$ cat src/hw/rtl/firdec_pkg.sv
// Shared types and constants for the FIR decimator.
// Used by the RAM-based filter top level and by its port checker.
package firdec_pkg;

    localparam int ACC_BITS   = 64;
    localparam int CMD_BITS   = 2;
    localparam int DECIM_BITS = 9;
    localparam int CNT_BITS   = 8;
    localparam int DECIM_MAX  = 256;

    localparam logic [CMD_BITS-1:0] CMD_PUSH  = 2'd0;
    localparam logic [CMD_BITS-1:0] CMD_COEFF = 2'd1;
    localparam logic [CMD_BITS-1:0] CMD_CLEAR = 2'd2;

    localparam logic REG_TAP_COUNT  = 1'b0;
    localparam logic REG_DECIMATION = 1'b1;

    typedef enum logic [2:0] {
        ST_CLEAR,
        ST_IDLE,
        ST_MAC,
        ST_FLUSH,
        ST_ROUND,
        ST_DONE
    } state_t;

endpackage

$ cat src/hw/rtl/firdec_ram.sv
// Generic single-clock RAM with one write port and one registered read port.
// No dependencies.
module firdec_ram #(
    parameter int WIDTH = 16,
    parameter int DEPTH = 64,
    localparam int ADDR_W = (DEPTH > 1) ? $clog2(DEPTH) : 1
) (
    input  logic              clk,
    input  logic              we,
    input  logic [ADDR_W-1:0] waddr,
    input  logic [WIDTH-1:0]  wdata,
    input  logic [ADDR_W-1:0] raddr,
    output logic [WIDTH-1:0]  rdata
);

    logic [WIDTH-1:0] mem [DEPTH];
    logic [WIDTH-1:0] rdata_reg;

    always_ff @(posedge clk)
    begin
        if (we)
        begin
            mem[waddr] <= wdata;
        end
        rdata_reg <= mem[raddr];
    end

    assign rdata = rdata_reg;

endmodule

$ cat src/hw/rtl/fir_decimator.sv
// FIR decimation filter: history and coefficients in two RAMs, one shared MAC.
// Depends on firdec_pkg and firdec_ram.
//
// Channel   Direction  Beat content
// s_axis    in         command, sample, coeff_index, coeff_value (tdata)
// m_axis    out        filtered_sample (tdata)
// cfg       in         register write: cfg_index, cfg_wdata
//
// A coefficient write, an ignored command or a push that emits nothing leaves the filter ready for the next beat.
// A push that emits a result is worked by the single multiply-accumulate walking the history
// and coefficient RAMs one tap per cycle, then draining its pipeline, rounding and loading
// the output register.
// After reset and after every clear command the history RAM is zeroed by a pass over all
// MAX_TAPS entries, during which no beat is accepted.
// A finished result waits in the output register while the next beat is accepted; the
// next result holds off the input until the waiting one is taken.
module fir_decimator #(
    parameter int MAX_TAPS    = 64,
    parameter int SAMPLE_BITS = 16,
    localparam int IW     = (MAX_TAPS > 1) ? $clog2(MAX_TAPS) : 1,
    localparam int TC_W   = $clog2(MAX_TAPS + 1),
    localparam int IN_RAW = firdec_pkg::CMD_BITS + 2 * SAMPLE_BITS + IW,
    localparam int IN_W   = ((IN_RAW + 7) / 8) * 8,
    localparam int OUT_W  = ((SAMPLE_BITS + 7) / 8) * 8,
    localparam int CFG_W  = (TC_W > firdec_pkg::DECIM_BITS) ? TC_W : firdec_pkg::DECIM_BITS
) (
    input  logic             clk,
    input  logic             rst_n,
    input  logic             s_tvalid,
    output logic             s_tready,
    // command, sample, coeff_index, coeff_value, zero fill
    input  logic [IN_W-1:0]  s_tdata,
    output logic             m_tvalid,
    input  logic             m_tready,
    // filtered_sample, zero fill
    output logic [OUT_W-1:0] m_tdata,
    input  logic             cfg_we,
    input  logic             cfg_index,
    input  logic [CFG_W-1:0] cfg_wdata
);

    localparam int SB     = SAMPLE_BITS;
    localparam int SMP_LO = firdec_pkg::CMD_BITS;
    localparam int IDX_LO = SMP_LO + SB;
    localparam int CV_LO  = IDX_LO + IW;
    localparam int AB     = firdec_pkg::ACC_BITS;
    localparam int CB     = firdec_pkg::CNT_BITS;
    localparam logic signed [AB-1:0] HALF   = AB'(64'sd1 <<< (SB - 2));
    localparam logic signed [AB-1:0] SAT_HI = AB'((64'sd1 <<< (SB - 1)) - 64'sd1);
    localparam logic signed [AB-1:0] SAT_LO = AB'(-(64'sd1 <<< (SB - 1)));

    firdec_pkg::state_t state_reg, state_next;

    logic [firdec_pkg::CMD_BITS-1:0] cmd;
    logic [SB-1:0]                   in_sample;
    logic [IW-1:0]                   in_idx;
    logic [SB-1:0]                   in_coeff;

    logic [TC_W-1:0]                      tap_count_reg;
    logic [firdec_pkg::DECIM_BITS-1:0]    decim_reg;
    logic [TC_W-1:0]                      taps_eff;
    logic [IW-1:0]                        taps_m1;
    logic [CB-1:0]                        reload;

    logic [IW-1:0] clr_reg, clr_next;
    logic [IW-1:0] wp_reg, wp_next;
    logic [CB-1:0] cnt_reg, cnt_next;
    logic [IW-1:0] k_reg, k_next;
    logic [IW-1:0] h_reg, h_next;
    logic          rd_vld_reg, rd_vld_next;
    logic          prod_vld_reg, prod_vld_next;
    logic          out_vld_reg, out_vld_next;

    logic signed [AB-1:0]     acc_reg, acc_next;
    logic signed [2*SB-1:0]   prod_reg, prod_next;
    logic signed [AB-1:0]     round_reg, round_next;
    logic [SB-1:0]            out_data_reg, out_data_next;
    logic signed [AB-1:0]     shifted;
    logic [SB-1:0]            sat_val;

    logic in_acc;
    logic stale;
    logic is_push;
    logic fire;
    logic is_clear;
    logic idx_ok;
    logic clr_last;
    logic k_last;
    logic out_load;

    logic          hist_we;
    logic [IW-1:0] hist_waddr;
    logic [SB-1:0] hist_wdata;
    logic [SB-1:0] hist_rdata;
    logic          coef_we;
    logic [SB-1:0] coef_rdata;

    assign cmd       = s_tdata[firdec_pkg::CMD_BITS-1:0];
    assign in_sample = s_tdata[SMP_LO +: SB];
    assign in_idx    = s_tdata[IDX_LO +: IW];
    assign in_coeff  = s_tdata[CV_LO +: SB];

    always_comb
    begin
        if (tap_count_reg == '0)
        begin
            taps_eff = TC_W'(1);
        end
        else if (tap_count_reg > TC_W'(MAX_TAPS))
        begin
            taps_eff = TC_W'(MAX_TAPS);
        end
        else
        begin
            taps_eff = tap_count_reg;
        end
        if (decim_reg == '0)
        begin
            reload = '0;
        end
        else if (decim_reg > firdec_pkg::DECIM_BITS'(firdec_pkg::DECIM_MAX))
        begin
            reload = CB'(firdec_pkg::DECIM_MAX - 1);
        end
        else
        begin
            reload = CB'(decim_reg - firdec_pkg::DECIM_BITS'(1));
        end
    end

    assign taps_m1  = IW'(taps_eff - TC_W'(1));
    assign in_acc   = s_tvalid && s_tready;
    assign stale    = TC_W'(wp_reg) >= taps_eff;
    assign is_push  = in_acc && (cmd == firdec_pkg::CMD_PUSH) && !stale;
    assign fire     = is_push && (cnt_reg == '0);
    assign is_clear = in_acc && (cmd == firdec_pkg::CMD_CLEAR);
    assign idx_ok   = {1'b0, in_idx} < (IW + 1)'(MAX_TAPS);
    assign clr_last = clr_reg == IW'(MAX_TAPS - 1);
    assign k_last   = k_reg == taps_m1;
    assign out_load = (state_reg == firdec_pkg::ST_DONE) && (!out_vld_reg || m_tready);

    always_comb
    begin
        state_next = state_reg;
        case (state_reg)
            firdec_pkg::ST_CLEAR:
            begin
                if (clr_last)
                begin
                    state_next = firdec_pkg::ST_IDLE;
                end
            end
            firdec_pkg::ST_IDLE:
            begin
                if (is_clear)
                begin
                    state_next = firdec_pkg::ST_CLEAR;
                end
                else if (fire)
                begin
                    state_next = firdec_pkg::ST_MAC;
                end
            end
            firdec_pkg::ST_MAC:
            begin
                if (k_last)
                begin
                    state_next = firdec_pkg::ST_FLUSH;
                end
            end
            firdec_pkg::ST_FLUSH:
            begin
                if (!rd_vld_reg && !prod_vld_reg)
                begin
                    state_next = firdec_pkg::ST_ROUND;
                end
            end
            firdec_pkg::ST_ROUND:
            begin
                state_next = firdec_pkg::ST_DONE;
            end
            firdec_pkg::ST_DONE:
            begin
                if (out_load)
                begin
                    state_next = firdec_pkg::ST_IDLE;
                end
            end
            default:
            begin
                state_next = firdec_pkg::ST_IDLE;
            end
        endcase
    end

    always_comb
    begin
        s_tready   = state_reg == firdec_pkg::ST_IDLE;
        hist_we    = (state_reg == firdec_pkg::ST_CLEAR) || is_push;
        hist_waddr = (state_reg == firdec_pkg::ST_CLEAR) ? clr_reg : wp_reg;
        hist_wdata = (state_reg == firdec_pkg::ST_CLEAR) ? '0 : in_sample;
        coef_we    = in_acc && (cmd == firdec_pkg::CMD_COEFF) && idx_ok;
        m_tvalid   = out_vld_reg;
        m_tdata    = OUT_W'(out_data_reg);
    end

    assign shifted = round_reg >>> (SB - 1);

    always_comb
    begin
        if (shifted > SAT_HI)
        begin
            sat_val = SAT_HI[SB-1:0];
        end
        else if (shifted < SAT_LO)
        begin
            sat_val = SAT_LO[SB-1:0];
        end
        else
        begin
            sat_val = shifted[SB-1:0];
        end
    end

    always_comb
    begin
        clr_next      = ((state_reg == firdec_pkg::ST_CLEAR) && !clr_last) ? clr_reg + 1'b1 : '0;
        wp_next       = wp_reg;
        cnt_next      = cnt_reg;
        k_next        = k_reg;
        h_next        = h_reg;
        acc_next      = acc_reg;
        prod_next     = prod_reg;
        round_next    = round_reg;
        out_data_next = out_data_reg;
        rd_vld_next   = state_reg == firdec_pkg::ST_MAC;
        prod_vld_next = rd_vld_reg;
        out_vld_next  = out_load ? 1'b1 : (m_tready ? 1'b0 : out_vld_reg);

        if (is_clear)
        begin
            wp_next  = '0;
            cnt_next = '0;
        end
        if (is_push)
        begin
            wp_next  = (wp_reg == taps_m1) ? '0 : wp_reg + 1'b1;
            cnt_next = (cnt_reg != '0) ? cnt_reg - 1'b1 : reload;
        end
        if (fire)
        begin
            k_next   = '0;
            h_next   = wp_reg;
            acc_next = '0;
        end
        if (state_reg == firdec_pkg::ST_MAC)
        begin
            k_next = k_reg + 1'b1;
            h_next = (h_reg == '0) ? taps_m1 : h_reg - 1'b1;
        end
        if (rd_vld_reg)
        begin
            prod_next = $signed(coef_rdata) * $signed(hist_rdata);
        end
        if (prod_vld_reg)
        begin
            acc_next = acc_reg + AB'(prod_reg);
        end
        if (state_reg == firdec_pkg::ST_ROUND)
        begin
            round_next = acc_reg + HALF;
        end
        if (out_load)
        begin
            out_data_next = sat_val;
        end
    end

    always_ff @(posedge clk or negedge rst_n)
    begin
        if (!rst_n)
        begin
            state_reg     <= firdec_pkg::ST_CLEAR;
            clr_reg       <= '0;
            wp_reg        <= '0;
            cnt_reg       <= '0;
            k_reg         <= '0;
            h_reg         <= '0;
            rd_vld_reg    <= 1'b0;
            prod_vld_reg  <= 1'b0;
            out_vld_reg   <= 1'b0;
            tap_count_reg <= TC_W'(1);
            decim_reg     <= firdec_pkg::DECIM_BITS'(1);
        end
        else
        begin
            state_reg    <= state_next;
            clr_reg      <= clr_next;
            wp_reg       <= wp_next;
            cnt_reg      <= cnt_next;
            k_reg        <= k_next;
            h_reg        <= h_next;
            rd_vld_reg   <= rd_vld_next;
            prod_vld_reg <= prod_vld_next;
            out_vld_reg  <= out_vld_next;
            if (cfg_we)
            begin
                case (cfg_index)
                    firdec_pkg::REG_TAP_COUNT:  tap_count_reg <= cfg_wdata[TC_W-1:0];
                    firdec_pkg::REG_DECIMATION:
                        decim_reg <= cfg_wdata[firdec_pkg::DECIM_BITS-1:0];
                    default:
                    begin
                    end
                endcase
            end
        end
    end

    always_ff @(posedge clk)
    begin
        acc_reg      <= acc_next;
        prod_reg     <= prod_next;
        round_reg    <= round_next;
        out_data_reg <= out_data_next;
    end

    firdec_ram #(
        .WIDTH (SB),
        .DEPTH (MAX_TAPS)
    ) u_hist_ram (
        .clk   (clk),
        .we    (hist_we),
        .waddr (hist_waddr),
        .wdata (hist_wdata),
        .raddr (h_reg),
        .rdata (hist_rdata)
    );

    firdec_ram #(
        .WIDTH (SB),
        .DEPTH (MAX_TAPS)
    ) u_coef_ram (
        .clk   (clk),
        .we    (coef_we),
        .waddr (in_idx),
        .wdata (in_coeff),
        .raddr (k_reg),
        .rdata (coef_rdata)
    );

endmodule

$ cat config.mk
export PLATFORM = sky130hd
export DESIGN_NAME = fir_decimator
export DESIGN_NICKNAME = d
export VERILOG_FILES = /design/src/hw/rtl/firdec_pkg.sv /design/src/hw/rtl/firdec_ram.sv /design/src/hw/rtl/fir_decimator.sv
export SDC_FILE = /design/constraint.sdc
export NUM_CORES = 2
export LEC_CHECK = 0
export ABC_AREA = 1
export BUFFER_PORTS_ARGS = -buffer_cell sky130_fd_sc_hd__clkbuf_2
export CAP_MARGIN = 20
export CORE_MARGIN = 4
export CORE_UTILIZATION = 50
export CTS_BUF_LIST = sky130_fd_sc_hd__clkbuf_8
export CTS_CLUSTER_DIAMETER = 150
export DETAILED_ROUTE_END_ITERATION = 7
export PLACE_DENSITY = 0.67
export SYNTH_ARGS = -nofsm -noshare
export SYNTH_HDL_FRONTEND = slang
export SYNTH_SLANG_ARGS = --single-unit
$ cat constraint.sdc
create_clock -name clk -period 5.7 [get_ports clk]
set_clock_uncertainty 0.1 [all_clocks]
set_input_delay 0.285 -clock clk [delete_from_list [all_inputs] [get_ports clk]]
set_output_delay 0.285 -clock clk [all_outputs]
set_load 0.02 [all_outputs]
==> results.txt <==
----------------------------------------------------
[Detailed routing]
  Amount of wire on met3 after detailed routing ... roughly 25 mm
  Number of nets still failing antenna checks after routing ... 0
  Detailed-route wire length on metal 1 ... roughly 120 mm
  Number of violations reported at the end of detailed-routing iteration 0 ... roughly 8,300
  Via total after detailed routing ... 73,900
  Average via count per standard cell ... around 5.8
  Wire length after detailed routing ... between 200 and 300 mm
  Wire length per cell after detailed routing ... ~23 um
  Met2 Routed Length ... 143 mm
  First-pass iteration count of the detailed router ... 6
  Top Layer Used ... met5
  Drt drc ... 0

[Global route]
  Vias in the first global route ... 72,700
  Global-route wire length before repair ... between 400 and 500 mm
  Total GRT Usage ... 26.6%
  Remaining global-route overflow ... 0
  Initial antenna violation count ... 11
  Pin count of the biggest net entering global routing ... roughly 170

[Critical path]
  Endpoint type of the worst setup path ... flip-flop
  CP arrival ... around 6200 ps
  Crit path capture ... prod_reg[31]$_DFFE_PP_
  Critical Path RT ... 6300 ps
  R2R Path End ... prod_reg[31]$_DFFE_PP_
  Worst setup SP type ... flip-flop
  Reg-to-reg slack, setup ... 70 ps
  Top fanout value on the critical path ... 6
  Critical R2R Launch ... u_hist_ram.rdata[12]$_DFF_P_
  Setup CP Type ... reg2reg
  Critical path launch point ... u_hist_ram.rdata[12]$_DFF_P_
  Number of cell instances on the worst register-to-register path ... 22

[STA]
  Final hold viol count ... 0
  Post-route setup TNS ... 0 ps
  Number of failing setup endpoints in the final timing report ... 0
  Transition time at the pin with the least slew margin ... around 1000 ps
  Worst slew margin relative to its limit ... 31.1%
  Achievable Freq ... roughly 180 MHz
  Number of max-slew violations in the final report ... 0
  Ratio of final minimum period to clock period ... 98.8%
  Setup repair after global routing missed its margin ... yes
  Shortest clock period the worst path allows after layout ... 5630 ps

[Logic synthesis]
  Dominant cell type by area after synthesis ... sky130_fd_sc_hd__edfxtp_1
  Count of unique library cells instantiated by Yosys ... 65
  Portion of synthesized cell area occupied by the leading cell type ... 62.5%
  Seq/Total Area, Yosys ... between 60% and 70%
  Count of warnings emitted by yosys ... 0
  Synthesis-stage register bit count ... 2,295
  Cell area after synthesis ... 106,000 sq um
  Synth area leaders ... sky130_fd_sc_hd__edfxtp_1, sky130_fd_sc_hd__o21ai_0, sky130_fd_sc_hd__nor2_1
  Number of instances in the synthesized netlist ... 9,238
  Share of async-settable or async-resettable flops after synthesis ... 2.35%
  Post-Syn Area per Cell ... 11.5 sq um
  Top flip-flop cell by instance count after synthesis ... sky130_fd_sc_hd__edfxtp_1
  Net Count, Synth ... 9,718
  Post-synth EDFFs ... 2,209

[Layout]
  Fraction of final layout cells with drive strength greater than 1 ... 11.6%
  Utilization after layout ... 56.9%
  Layout Cell Area excl Fill ... about 120,000 sq um
  Combined area of the multi-input logic cells ... 33,800 sq um
  Fill count ... 17,100
  Finished Layout Cells ... 12,700
  Area added between synthesis and finish ... 12.9%
  Flip-flop and latch area ... approximately 68,000 sq um
  Layout Nets ... between 10,000 and 15,000

[Place]
  Final estimated routing congestion in global placement ... 0.921
  Cell count after placement ... 12,000
  Half-perimeter wire length after placement ... 181 mm
  Port-buffer cells ... 72
  Post-DP Area ... 111,000 sq um

[Clock tree]
  TritonCTS Buffers ... about 390
  Total number of clock tree sinks ... 2,295
  Latest clock arrival within the worst-skew pair ... roughly 1100 ps
  CTS H-tree depth ... 5
  CTS Root Buffer Type ... sky130_fd_sc_hd__clkbuf_8
  CTS clk-pin slew, worst paths ... 60 ps
  Clk buf depth ... 4
  TritonCTS clock tree ... built

[Status]
  Outcome ... completed

[Floorplan]
  Number of standard-cell rows in the floorplan ... 168
  I/O pin count ... 73
  DIE HEIGHT ... 469 um
  Area inside the core boundary ... approximately 210,000 sq um
  Overall die width ... 469 um
  Die footprint ... 220,000 sq um
  Starting Density ... 50.4%

[Min path]
  Hold crit path type ... in2async

[Pwr]
  Power per cell area ... ~270 nW/um^2
  Max VDD drop ... between 0.2 and 0.3 mV
  Total power after layout ... 32.2 mW
  Leakage power of the design ... ~43 nW

[Job]
  Max-Cap Viols ... 0

----------------------------------------------------
## through the flow
stage | setup slack, ps | hold WS (ps)
2_1_floorplan | 25.2 | -111
3_3_place_gp | -223 | 65.6
3_5_place_dp | -287 | 69.8
4_1_cts | 1.53 | 62.7
5_1_grt | -142 | 178
6_report | 67.5 | 160
## kinds of logic after synthesis
group	after synthesis	share of synthesized area (%)
AND/OR/NAND/NOR	2894	10.9
flip-flops	2295	64.4
AO/OA/AOI/OAI	2191	11.5
buffers and inverters	1225	4.55
adder cells (fa/ha/maj)	425	6.87
multiplexers	106	1.00
XOR/XNOR	102	0.842
## per-layer routing
metal,vias up,GRT usage (%)
met2,3428,43.8
met1,36300,35.4
met5,-,0
met4,4,11.0
li1,33400,-
met3,657,4.42
## worst max-delay path: stages, from the launching register on
cell	delay [ps]
sky130_fd_sc_hd__dfxtp_4	390
sky130_fd_sc_hd__buf_4	160
sky130_fd_sc_hd__buf_4	150
sky130_fd_sc_hd__nand2_1	60
sky130_fd_sc_hd__inv_1	50
sky130_fd_sc_hd__fa_1	530
sky130_fd_sc_hd__buf_4	160
sky130_fd_sc_hd__fa_1	470
sky130_fd_sc_hd__inv_1	50
sky130_fd_sc_hd__fa_1	470
sky130_fd_sc_hd__inv_1	50
sky130_fd_sc_hd__fa_1	510
sky130_fd_sc_hd__fa_1	540
sky130_fd_sc_hd__fa_2	620
sky130_fd_sc_hd__ha_4	220
sky130_fd_sc_hd__nand2_4	80
sky130_fd_sc_hd__inv_1	70
sky130_fd_sc_hd__nand3_1	60
sky130_fd_sc_hd__inv_1	60
sky130_fd_sc_hd__buf_4	130
sky130_fd_sc_hd__nand3b_1	100
sky130_fd_sc_hd__nand3_2	110
sky130_fd_sc_hd__xnor2_2	140
## what timing repair did
item,4_1_cts,5_1_grt
cloned,0,1
buffers inserted,6,14
pin swaps,4,70
endpoints found under the setup margin,17,19
endpoints found under the hold margin,2424,0
resized for setup,31,188
hold buffers,79,0
## synth_stat cells (all sizes together) (41+ instances only)
master  count
o22ai     371
mux2i     104
nand3     154
dfrtp      52
nand2    1169
o221ai     66
clkbuf    336
edfxtp   2209
fa        263
inv       730
o211ai     72
xor2       61
o21ai    1175
nor2     1425
nor3       60
buf       156
xnor2      41
a21oi     396
ha        162
## where the power goes
part | switching, mW | internal (mW) | total (mW) | leakage [nW]
Sequential | 0.0160 | 18.3 | 18.4 | 19.0
Clock | 6.44 | 7.02 | 13.5 | 4.07
Combinational | 0.280 | 0.112 | 0.391 | 19.6
## cell usage in the layout, fill, tap and decap left out, types with 20 or more instances in the layout
cell / instances
sky130_fd_sc_hd__a21oi_1: 376
sky130_fd_sc_hd__a221oi_1: 22
sky130_fd_sc_hd__buf_12: 23
sky130_fd_sc_hd__buf_4: 330
sky130_fd_sc_hd__clkbuf_2: 71
sky130_fd_sc_hd__clkbuf_8: 409
sky130_fd_sc_hd__clkinv_1: 76
sky130_fd_sc_hd__clkinv_2: 24
sky130_fd_sc_hd__dfrtp_1: 44
sky130_fd_sc_hd__dlygate4sd3_1: 79
sky130_fd_sc_hd__edfxtp_1: 2209
sky130_fd_sc_hd__fa_1: 250
sky130_fd_sc_hd__ha_1: 140
sky130_fd_sc_hd__ha_4: 21
sky130_fd_sc_hd__inv_1: 846
sky130_fd_sc_hd__inv_2: 20
sky130_fd_sc_hd__mux2i_1: 104
sky130_fd_sc_hd__nand2_1: 1131
sky130_fd_sc_hd__nand2_2: 30
sky130_fd_sc_hd__nand3_1: 144
sky130_fd_sc_hd__nand4_1: 35
sky130_fd_sc_hd__nor2_1: 1386
sky130_fd_sc_hd__nor2_4: 28
sky130_fd_sc_hd__nor3_1: 51
sky130_fd_sc_hd__o211ai_1: 72
sky130_fd_sc_hd__o21a_1: 29
sky130_fd_sc_hd__o21ai_0: 1151
sky130_fd_sc_hd__o21bai_1: 24
sky130_fd_sc_hd__o221ai_1: 66
sky130_fd_sc_hd__o22ai_1: 371
sky130_fd_sc_hd__xnor2_1: 40
sky130_fd_sc_hd__xor2_1: 59
## worst min path at each step
stage | cells past startpoint | from | slack [ps] | endpoint
global route | 2 | s_tdata[33] | 180 | u_coef_ram.mem[11][9]$_DFFE_PP_
global placement | 1 | rst_n | 70 | decim_reg[4]$_DFFE_PN0P_
finish | 3 | rst_n | 160 | decim_reg[4]$_DFFE_PN0P_
detailed placement | 1 | rst_n | 70 | decim_reg[8]$_DFFE_PN0P_
CTS | 3 | rst_n | 60 | decim_reg[8]$_DFFE_PN0P_
floorplan | 0 | rst_n | -110 | clr_reg[0]$_DFF_PN0_
## layout make-up
| cell class | count | area share (%) |
|---|---|---|
| well taps | 2805 | 2.93 |
| multi-input cells | 5718 | 28.2 |
| inverters | 733 | 2.32 |
| clock buffers | 409 | 4.70 |
| diodes | 5 | 0.0104 |
| clock inverters | 258 | 1.09 |
| flip-flops and latches | 2295 | 57.1 |
| repair buffers | 525 | 3.63 |
Note: power is estimated with default switching activity, not from simulation.
